==> config.mk <==
export PLATFORM = sky130hd
export DESIGN_NAME = rsmm_search
export DESIGN_NICKNAME = d
export VERILOG_FILES = /design/src/rtl/rsmm_pkg.sv /design/src/rtl/rsmm_search.sv
export VERILOG_INCLUDE_DIRS = /design/src /design/src/rtl
export SDC_FILE = /design/constraint.sdc
export NUM_CORES = 1
export LEC_CHECK = 0
export BUFFER_PORTS_ARGS = -buffer_cell sky130_fd_sc_hd__buf_2
export CAP_MARGIN = 10
export CORE_UTILIZATION = 62
export CTS_CLUSTER_SIZE = 16
export DETAILED_ROUTE_END_ITERATION = 12
export HOLD_SLACK_MARGIN = 0.12
export PLACE_DENSITY = 0.9
export SYNTH_ARGS = -nofsm -noshare
export SYNTH_HDL_FRONTEND = slang
export SYNTH_SLANG_ARGS = --single-unit
==> constraint.sdc <==
create_clock -name clk -period 14.7 [get_ports clk]
set_clock_uncertainty 0.2 [all_clocks]
set_input_delay 4.41 -clock clk [delete_from_list [all_inputs] [get_ports clk]]
set_output_delay 4.41 -clock clk [all_outputs]
set_load 0.02 [all_outputs]
==> src/rtl/row_sorted_matrix_median_unit_macros.svh <==
// Assertion macros shared by the median unit RTL.
// Define ASSERT_OFF to drop every check.
`ifndef ROW_SORTED_MATRIX_MEDIAN_UNIT_MACROS_SVH
`define ROW_SORTED_MATRIX_MEDIAN_UNIT_MACROS_SVH

`ifndef ASSERT_OFF

`define RSMM_ASSERT(lbl, prop, msg) \
  lbl: assert property (@(posedge clk) disable iff (!rst_n) (prop)) else $error(msg);

`define RSMM_ASSERT_NEXT(lbl, ante, cons, msg) \
  lbl: assert property (@(posedge clk) disable iff (!rst_n) (ante) |=> (cons)) else $error(msg);

`else

`define RSMM_ASSERT(lbl, prop, msg)

`define RSMM_ASSERT_NEXT(lbl, ante, cons, msg)

`endif

`endif

==> src/rtl/rsmm_pkg.sv <==
// Shared constants for the row-sorted matrix median unit.
// No dependencies.
package rsmm_pkg;

  localparam int VALUE_W   = 30;
  localparam int DIM_W     = 6;
  localparam int REG_IDX_W = 2;

  localparam logic [VALUE_W-1:0] VALUE_MIN = 30'd1;
  localparam logic [VALUE_W-1:0] VALUE_MAX = 30'd1000000000;

  localparam logic [REG_IDX_W-1:0] REG_ROW_COUNT = 2'd0;
  localparam logic [REG_IDX_W-1:0] REG_COL_COUNT = 2'd1;

endpackage

==> src/rtl/rsmm_search.sv <==
// Iterative median search: outer value bisection, per-row bisection over the store.
// One compare unit reused for every probe. Depends on rsmm_pkg and the macro header.
`include "row_sorted_matrix_median_unit_macros.svh"

module rsmm_search
  import rsmm_pkg::*;
#(
  parameter int MAX_ROWS = 32,
  parameter int MAX_COLS = 32
) (
  input  logic                      clk,
  input  logic                      rst_n,
  input  logic                      start,
  input  logic [$clog2(MAX_ROWS+1)-1:0] rows,
  input  logic [$clog2(MAX_COLS+1)-1:0] cols,
  input  logic [$clog2(MAX_ROWS*MAX_COLS+1)-1:0] half,
  input  logic                      ack,
  output logic [((MAX_ROWS*MAX_COLS > 1) ? $clog2(MAX_ROWS*MAX_COLS) : 1)-1:0] rd_addr,
  input  logic [VALUE_W-1:0]        rd_data,
  output logic                      busy,
  output logic                      done,
  output logic [VALUE_W-1:0]        result
);

  localparam int DEPTH = MAX_ROWS * MAX_COLS;
  localparam int RW    = $clog2(MAX_ROWS + 1);
  localparam int CLW   = $clog2(MAX_COLS + 1);
  localparam int CW    = $clog2(DEPTH + 1);
  localparam int AW    = (DEPTH > 1) ? $clog2(DEPTH) : 1;

  typedef enum logic [2:0] {
    S_IDLE, S_CAND, S_ROW, S_PROBE, S_CMP, S_DEC, S_DONE
  } state_t;

  state_t               state_r, state_nxt;
  logic [RW-1:0]        rows_r, rows_nxt, row_r, row_nxt;
  logic [CLW-1:0]       cols_r, cols_nxt;
  logic [CW-1:0]        half_r, half_nxt, cnt_r, cnt_nxt, base_r, base_nxt;
  logic [VALUE_W-1:0]   lo_r, lo_nxt, hi_r, hi_nxt, mid_r, mid_nxt;
  logic [CLW-1:0]       ilo_r, ilo_nxt, ihi_r, ihi_nxt, imid_r, imid_nxt;
  logic [CLW:0]         isum;
  logic [CLW-1:0]       imid;
  logic [VALUE_W:0]     osum;

  assign isum    = {1'b0, ilo_r} + {1'b0, ihi_r} - {{CLW{1'b0}}, 1'b1};
  assign imid    = isum[CLW:1];
  assign osum    = {1'b0, lo_r} + {1'b0, hi_r};
  assign rd_addr = AW'(base_r + CW'(imid));
  assign busy    = (state_r != S_IDLE);
  assign done    = (state_r == S_DONE);
  assign result  = lo_r;

  always_comb begin
    state_nxt = state_r;
    rows_nxt  = rows_r;
    cols_nxt  = cols_r;
    half_nxt  = half_r;
    lo_nxt    = lo_r;
    hi_nxt    = hi_r;
    mid_nxt   = mid_r;
    cnt_nxt   = cnt_r;
    base_nxt  = base_r;
    row_nxt   = row_r;
    ilo_nxt   = ilo_r;
    ihi_nxt   = ihi_r;
    imid_nxt  = imid_r;
    case (state_r)
      S_IDLE: begin
        if (start) begin
          rows_nxt  = rows;
          cols_nxt  = cols;
          half_nxt  = half;
          lo_nxt    = VALUE_MIN;
          hi_nxt    = VALUE_MAX;
          state_nxt = S_CAND;
        end
      end
      S_CAND: begin
        if (lo_r <= hi_r) begin
          mid_nxt   = osum[VALUE_W:1];
          cnt_nxt   = '0;
          base_nxt  = '0;
          row_nxt   = '0;
          state_nxt = S_ROW;
        end else begin
          state_nxt = S_DONE;
        end
      end
      S_ROW: begin
        if (row_r == rows_r) begin
          state_nxt = S_DEC;
        end else begin
          ilo_nxt   = '0;
          ihi_nxt   = cols_r;
          state_nxt = S_PROBE;
        end
      end
      S_PROBE: begin
        if (ilo_r < ihi_r) begin
          imid_nxt  = imid;
          state_nxt = S_CMP;
        end else begin
          cnt_nxt   = cnt_r + CW'(ilo_r);
          base_nxt  = base_r + CW'(cols_r);
          row_nxt   = row_r + 1'b1;
          state_nxt = S_ROW;
        end
      end
      S_CMP: begin
        if (rd_data <= mid_r) begin
          ilo_nxt = imid_r + 1'b1;
        end else begin
          ihi_nxt = imid_r;
        end
        state_nxt = S_PROBE;
      end
      S_DEC: begin
        if (cnt_r <= half_r) begin
          lo_nxt = mid_r + 1'b1;
        end else begin
          hi_nxt = mid_r - 1'b1;
        end
        state_nxt = S_CAND;
      end
      S_DONE: begin
        if (ack) begin
          state_nxt = S_IDLE;
        end
      end
      default: state_nxt = S_IDLE;
    endcase
  end

  always_ff @(posedge clk) begin
    if (!rst_n) begin
      state_r <= S_IDLE;
    end else begin
      state_r <= state_nxt;
    end
    rows_r <= rows_nxt;
    cols_r <= cols_nxt;
    half_r <= half_nxt;
    lo_r   <= lo_nxt;
    hi_r   <= hi_nxt;
    mid_r  <= mid_nxt;
    cnt_r  <= cnt_nxt;
    base_r <= base_nxt;
    row_r  <= row_nxt;
    ilo_r  <= ilo_nxt;
    ihi_r  <= ihi_nxt;
    imid_r <= imid_nxt;
  end

  `RSMM_ASSERT(a_cmp_after_probe, (state_r != S_CMP) || ($past(state_r) == S_PROBE), "compare without a read")
  `RSMM_ASSERT(a_cmp_window, (state_r != S_CMP) || (ilo_r < ihi_r), "row window empty at compare")
  `RSMM_ASSERT(a_lo_floor, (state_r == S_IDLE) || (lo_r >= VALUE_MIN), "candidate low bound below one")
  `RSMM_ASSERT(a_result_range, !done || (result <= VALUE_MAX), "median out of range")

endmodule
==> impl_metrics.py, run 1 <==
metrics = {
    "sta": {
        "min_period_ps": 8320,
        "timing.hold.ws_ps": 439,
        "hold_violations": 0,
        "worst_pin_slew_ps": 960,
        "max_slew_margin": 0.354,
        "layout_setup_ws_ps": 6380,
        "drv_slew": 0,
        "fin_crit_sh": 0.566,
        "setup_viol": 0,
        "rsz0062_at_grt": "no",
        "clock.fmax_mhz": 120,
        "finalSetupTns_ps": 0,
    },
    "global_route": {
        "grt_start_max_net_pins": 45,
        "met1_usage": 0.375,
        "grt_antenna_before_repair": 2,
        "grt-busiest-layer": "met2",
        "grt_pass1_wl_mm": 46.0,
        "gr-usage-met3": 0.0549,
        "grt_pass1_vias": 9222,
        "grtUsageMet2": 0.527,
        "track_usage": 0.306,
        "grt.overflow.total": 0,
    },
    "worst_setup_path": {
        "path_max_fanout": 3,
        "crit_path_end_kind": "output pin",
        "crit_path_start_kind": "flop",
        "reg2regPathDepth": 9,
        "critPathArrivalTime_ps": 3710,
        "worstSetupPathType": "reg2out",
        "worst_ep_required_time_ps": 10090,
    },
    "cts": {
        "cts_tree": "done",
        "hold_buffers": 0,
        "path_clk_slew_ps": 60,
        "postCtsSetupBuffers": 0,
        "cts_max_level": 4,
        "cts_buffer_depth": 2,
        "cts.sinks": 161,
        "root_buffer": "clkbuf_16",
        "insertion_delay_ps": 430,
        "cts_buffers": 17,
        "cts_resized": 0,
    },
    "drt": {
        "drt-total-wl_mm": 28.9,
        "wire_per_inst_um": 19.2,
        "drtIter0Drc": 722,
        "ant_nets": 0,
        "first_pass_iters": 11,
        "avgViaCountPerCell": 6.23,
        "drc": 4,
        "vias": 9389,
    },
    "place": {
        "place.gp.congestion": 0.948,
        "post-place-ws_ps": 6910,
        "port_buffers": 98,
        "hpwl_mm": 20.9,
        "placed_area_mm2": 0.0124,
    },
    "yosys": {
        "synth-seq-cells": 161,
        "syn_avg_cell_area_um2": 9.92,
        "synth_edf_count": 158,
        "yosysWarnings": 0,
        "syn_nets": 1377,
        "netlist_instances": 1177,
        "synth.distinct_cells": 80,
        "synth_top_area_frac": 0.407,
        "ys_dominant_reg_cell": "edfxtp_1",
        "yosysTopAreaCell": "edfxtp_1",
        "synth-async-reset-ratio": 0,
        "synth_area_leaders": "edfxtp_1 (41%), ha_1 (15%), xnor2_1 (6.4%), inv_1 (4.4%), nor2_1 (3.7%)",
        "syn_area_mm2": 0.0117,
        "yosysSeqAreaShare": 0.412,
    },
    "cells_and_area": {
        "finish.instance_area_mm2": 0.0129,
        "fillers": 1185,
        "area_growth_pct": 10.7,
        "layout_commonest_cell": "edfxtp_1",
        "antenna_cells": 0,
        "drive_above_1_share": 0.135,
        "fin_nets": 1466,
        "layout_common_cells": "edfxtp_1 (158), ha_1 (138), inv_1 (137), nor2_1 (114), buf_2 (98)",
    },
    "power": {
        "ir_drop_uv": 84.5,
        "finalPower_mw": 1.40,
        "cellPowerDensity_mw_per_mm2": 108,
        "p_leak_nw": 5.42,
    },
    "hold_path": {
        "holdCritPathClass": "reg2reg",
        "hold_depth": 1,
    },
    "floorplan": {
        "die-area_mm2": 0.0194,
        "die_w_um": 139,
        "initial_core_util": 0.641,
        "ioPinCount": 99,
        "core.rowCount": 49,
        "design.core.area_mm2": 0.0182,
        "die_h_um": 139,
    },
    "status": {
        "status": "finished with violations",
        "failed_checks": "DRC",
    },
    "job": {
        "cap_viol_max_count": 0,
    },
}
==> worst max-delay path, cell delays in order, from the launching register on <==
cell      delay, ps
edfxtp_1        380
inv_1            90
ha_1            280
inv_1            50
ha_1            220
fa_1            560
ha_1            260
a21o_1          190
a21oi_1         290
nor2b_1          90
o21a_1          190
o21ai_0         220
a21bo_2         180
xnor2_1         100
buf_2           170
==> state kept, by name, summed over array words and instances (netlist names) <==
name	count
ilo_r	6
half_r	11
base_r	10
cols_r	6
ihi_r	6
mid_r	30
row_r	6
rows_r	6
cnt_r	11
result	30
state_r	3
imid_r	6
hi_r	30
==> area by class of cell <==
| type | instances | area, µm² | area share |
|---|---|---|---|
| Clock buffer | 17 | 425 | 0.0329 |
| Clock inverter | 15 | 109 | 0.00842 |
| Inverter | 138 | 518 | 0.0401 |
| Multi-Input combinational cell | 844 | 6220 | 0.482 |
| Sequential cell | 161 | 4800 | 0.372 |
| Tap cell | 229 | 287 | 0.0222 |
| Timing Repair Buffer | 104 | 556 | 0.0430 |
==> cells in the mapped netlist, types with 6 or more instances <==
| master | number |
|---|---|
| edfxtp_1 | 158 |
| ha_1 | 138 |
| inv_1 | 137 |
| nor2_1 | 114 |
| xnor2_1 | 85 |
| a21oi_1 | 69 |
| nand2_1 | 51 |
| nand3_1 | 41 |
| o21ai_0 | 41 |
| nor3_1 | 40 |
| clkbuf_1 | 26 |
| nor2b_1 | 24 |
| nand4_1 | 21 |
| xor2_1 | 18 |
| a21o_1 | 17 |
| and3_1 | 14 |
| nand2b_1 | 9 |
| nor4_1 | 9 |
| o211ai_1 | 8 |
| or3_1 | 8 |
| a211oi_1 | 7 |
| and4_1 | 7 |
| mux2_2 | 7 |
| o31ai_1 | 7 |
| or4_1 | 7 |
| nand3b_1 | 6 |
| o21bai_1 | 6 |
==> power by group <==
part           internal (mW)  switching, mW  leakage, nW
sequential             0.557         0.0420         1.49
combinational          0.150          0.242         3.68
clock                  0.217          0.191        0.252
==> path summary, 6_finish.rpt <==
check,startpoint,endpoint,slack (ps)
worst max-delay path,ilo_r[1],rd_addr[7],6380
worst min-delay path,imid_r[0],ilo_r[0],440
worst max register to register,mid_r[25],ihi_r[2],10850
worst min register to register,imid_r[0],ilo_r[0],440
==> cells by family (layout without fill, tap and decap cells) <==
group	count (synthesis)	in the layout	share of synthesized area
and+or+nand+nor	386	386	0.176
AOI/OAI and AO/OA	203	203	0.113
buffers and inverters	172	274	0.0568
DFF	161	161	0.412
adders and majority gates	143	143	0.157
xor gates and xnor gates	103	103	0.0773
muxes	9	9	0.00847
==> stage by stage <==
step / utilization / std cells
after floorplan: - / 1177
after global placement: 0.679 / 1475
after detailed placement: 0.679 / 1475
after CTS: 0.708 / 1507
after global routing: 0.710 / 1508
final: 0.710 / 1508
==> layer usage <==
| layer | part of all wire | routed length [µm] |
|---|---|---|
| met1 | 0.39 | 11200 |
| met2 | 0.49 | 14100 |
| met3 | 0.087 | 2500 |
| met4 | 0.036 | 1050 |
| met5 | 0.00028 | 8 |
Note: power is estimated with default switching activity, not from simulation.
==> run 2: changes to the inputs <==
Settings changed: CORE_UTILIZATION 62 to 61, PLACE_DENSITY 0.9 to 0.89.
Clock period 14.7 ns to 8.7 ns, I/O delays scaled along.
==> impl_metrics.py, run 2 (same netlist as run 1, synthesis figures left out) <==
metrics = {
    "power": {
        "p_seq_frac": 0.411,
        "p_switching_mw": 0.810,
        "finalPower_mw": 2.46,
        "cellPowerDensity_mw_per_mm2": 189,
        "p_sw_frac": 0.330,
        "intPower_mw": 1.65,
        "p_leak_nw": 5.45,
        "p_comb_frac": 0.268,
        "ir_drop_uv": 135,
        "clkPwrFrac": 0.321,
    },
    "global_route": {
        "grt.overflow.total": 0,
        "grt_pass1_vias": 9097,
        "track_usage": 0.303,
        "grt_start_max_net_pins": 45,
        "grt_antenna_before_repair": 1,
        "grt_pass1_wl_mm": 46.3,
    },
    "floorplan": {
        "die-area_mm2": 0.0197,
        "initial_core_util": 0.624,
        "core.rowCount": 50,
        "design.core.area_mm2": 0.0187,
        "ioPinCount": 99,
        "die_h_um": 140,
        "die_w_um": 140,
    },
    "cts": {
        "cts_buffer_depth": 2,
        "cts_resized": 0,
        "root_buffer": "clkbuf_16",
        "postCtsSetupBuffers": 0,
        "cts_tree": "done",
        "insertion_delay_ps": 440,
        "path_clk_slew_ps": 70,
        "cts_buffers": 17,
        "hold_buffers": 0,
        "cts.sinks": 161,
        "cts_max_level": 4,
    },
    "drt": {
        "drt-total-wl_mm": 29.3,
        "ant_nets": 0,
        "drtIter0Drc": 1045,
        "wire_per_inst_um": 19.4,
        "first_pass_iters": 6,
        "avgViaCountPerCell": 6.23,
        "drc": 0,
        "vias": 9421,
    },
    "worst_setup_path": {
        "crit_path_end_kind": "output pin",
        "worstSetupPathType": "reg2out",
        "path_max_fanout": 3,
        "max_stage_delay_ps": 490,
        "worst_ep_required_time_ps": 5890,
        "critPathArrivalTime_ps": 3760,
        "crit_path_cell_trace": "inv_1 > ha_1 > inv_1 > ha_1 > fa_1 > fa_1 > a21o_1 > a21oi_1 > o21bai_1 > a21oi_1 > nor2_1 > xor2_1 > buf_2",
        "crit_path_start_kind": "flop",
        "reg2regPathDepth": 8,
        "slowest_stage": "fa_1",
    },
    "cells_and_area": {
        "multi_input_area_mm2": 0.00623,
        "fin_nets": 1465,
        "antenna_cells": 0,
        "reg_top3": "hi_r: 30 flops, mid_r: 30 flops, result: 30 flops",
        "drive_above_1_share": 0.136,
        "fillers": 1282,
        "area_growth_pct": 11.2,
        "ff_latch_area_mm2": 0.00480,
        "layout_commonest_cell": "edfxtp_1",
        "layout_common_cells": "edfxtp_1 (158), ha_1 (138), inv_1 (137), nor2_1 (114), buf_2 (98)",
    },
    "sta": {
        "hold_violations": 0,
        "max_slew_margin": 0.230,
        "setup_viol": 0,
        "worst_pin_slew_ps": 1150,
        "finalSetupTns_ps": 0,
        "fin_crit_sh": 0.755,
        "drv_slew": 0,
        "min_period_ps": 6570,
        "layout_setup_ws_ps": 2130,
        "clock.fmax_mhz": 152,
        "rsz0062_at_grt": "no",
    },
    "place": {
        "post-place-ws_ps": 2610,
        "port_buffers": 98,
        "place.gp.congestion": 0.929,
        "hpwl_mm": 21.6,
    },
    "hold_path": {
        "hold_depth": 1,
        "holdCritPathClass": "reg2reg",
    },
    "status": {
        "status": "completed",
    },
    "job": {
        "cap_viol_max_count": 0,
    },
}
run 2: cell count changes in the layout (fill, tap and decap cells not counted), sizes merged:
cell	previous run	this run
bufinv	0	3
buf	104	103
clkinvlp	4	3
clkinv	6	4
clkbuf	17	18
inv	143	142
run 2: cell type report:
cell class | instances | area share
Multi-Input combinational cell | 844 | 0.480
Sequential cell | 161 | 0.370
Timing Repair Buffer | 103 | 0.0407
Inverter | 138 | 0.0399
Clock buffer | 18 | 0.0331
Tap cell | 234 | 0.0225
Clock inverter | 14 | 0.0138
run 2: per-stage QoR:
stage | hold slack (ps) | utilization | instances | cell area [µm²]
floorplan | 352 | - | 1177 | 11700
global placement | 391 | 0.662 | 1480 | 12400
detailed placement | 399 | 0.662 | 1480 | 12400
CTS | 418 | 0.694 | 1512 | 13000
global route | 439 | 0.694 | 1512 | 13000
finish | 419 | 0.694 | 1512 | 13000
run 2: power groups by stage:
| stage | clock network, mW | logic [mW] | registers, mW |
|---|---|---|---|
| after floorplan | 0 | 0.460 | 1.01 |
| after global placement | 0 | 0.611 | 1.02 |
| after detailed placement | 0 | 0.639 | 1.02 |
| after CTS | 0.785 | 0.651 | 1.01 |
| after global routing | 0.818 | 0.716 | 1.02 |
| final | 0.789 | 0.660 | 1.01 |
run 2: path summary, 6_finish.rpt:
kind	from	to	slack, ps
worst max-delay path	ilo_r[1]	rd_addr[8]	2130
worst min-delay path	cols_r[4]	ihi_r[4]	420
worst max register to register	result[27]	cnt_r[3]	4840
worst min register to register	cols_r[4]	ihi_r[4]	420
run 2: layer usage:
layer | up-vias | part of all wire | GRT usage
li1 | 4368 | - | -
met1 | 4482 | 0.41 | 0.389
met2 | 491 | 0.48 | 0.510
met3 | 78 | 0.079 | 0.0547
met4 | 2 | 0.029 | 0.119
met5 | - | 0.00038 | 0
run 2: critical path: cells and delay by family, from the launching register on:
family                     cells  cell delay [ps]
AOI/OAI and AO/OA              4              820
xor gates and xnor gates       1              200
adders and majority gates      4             1370
buffers and inverters          3              410
DFF                            1              420
and+or+nand+nor                1              100
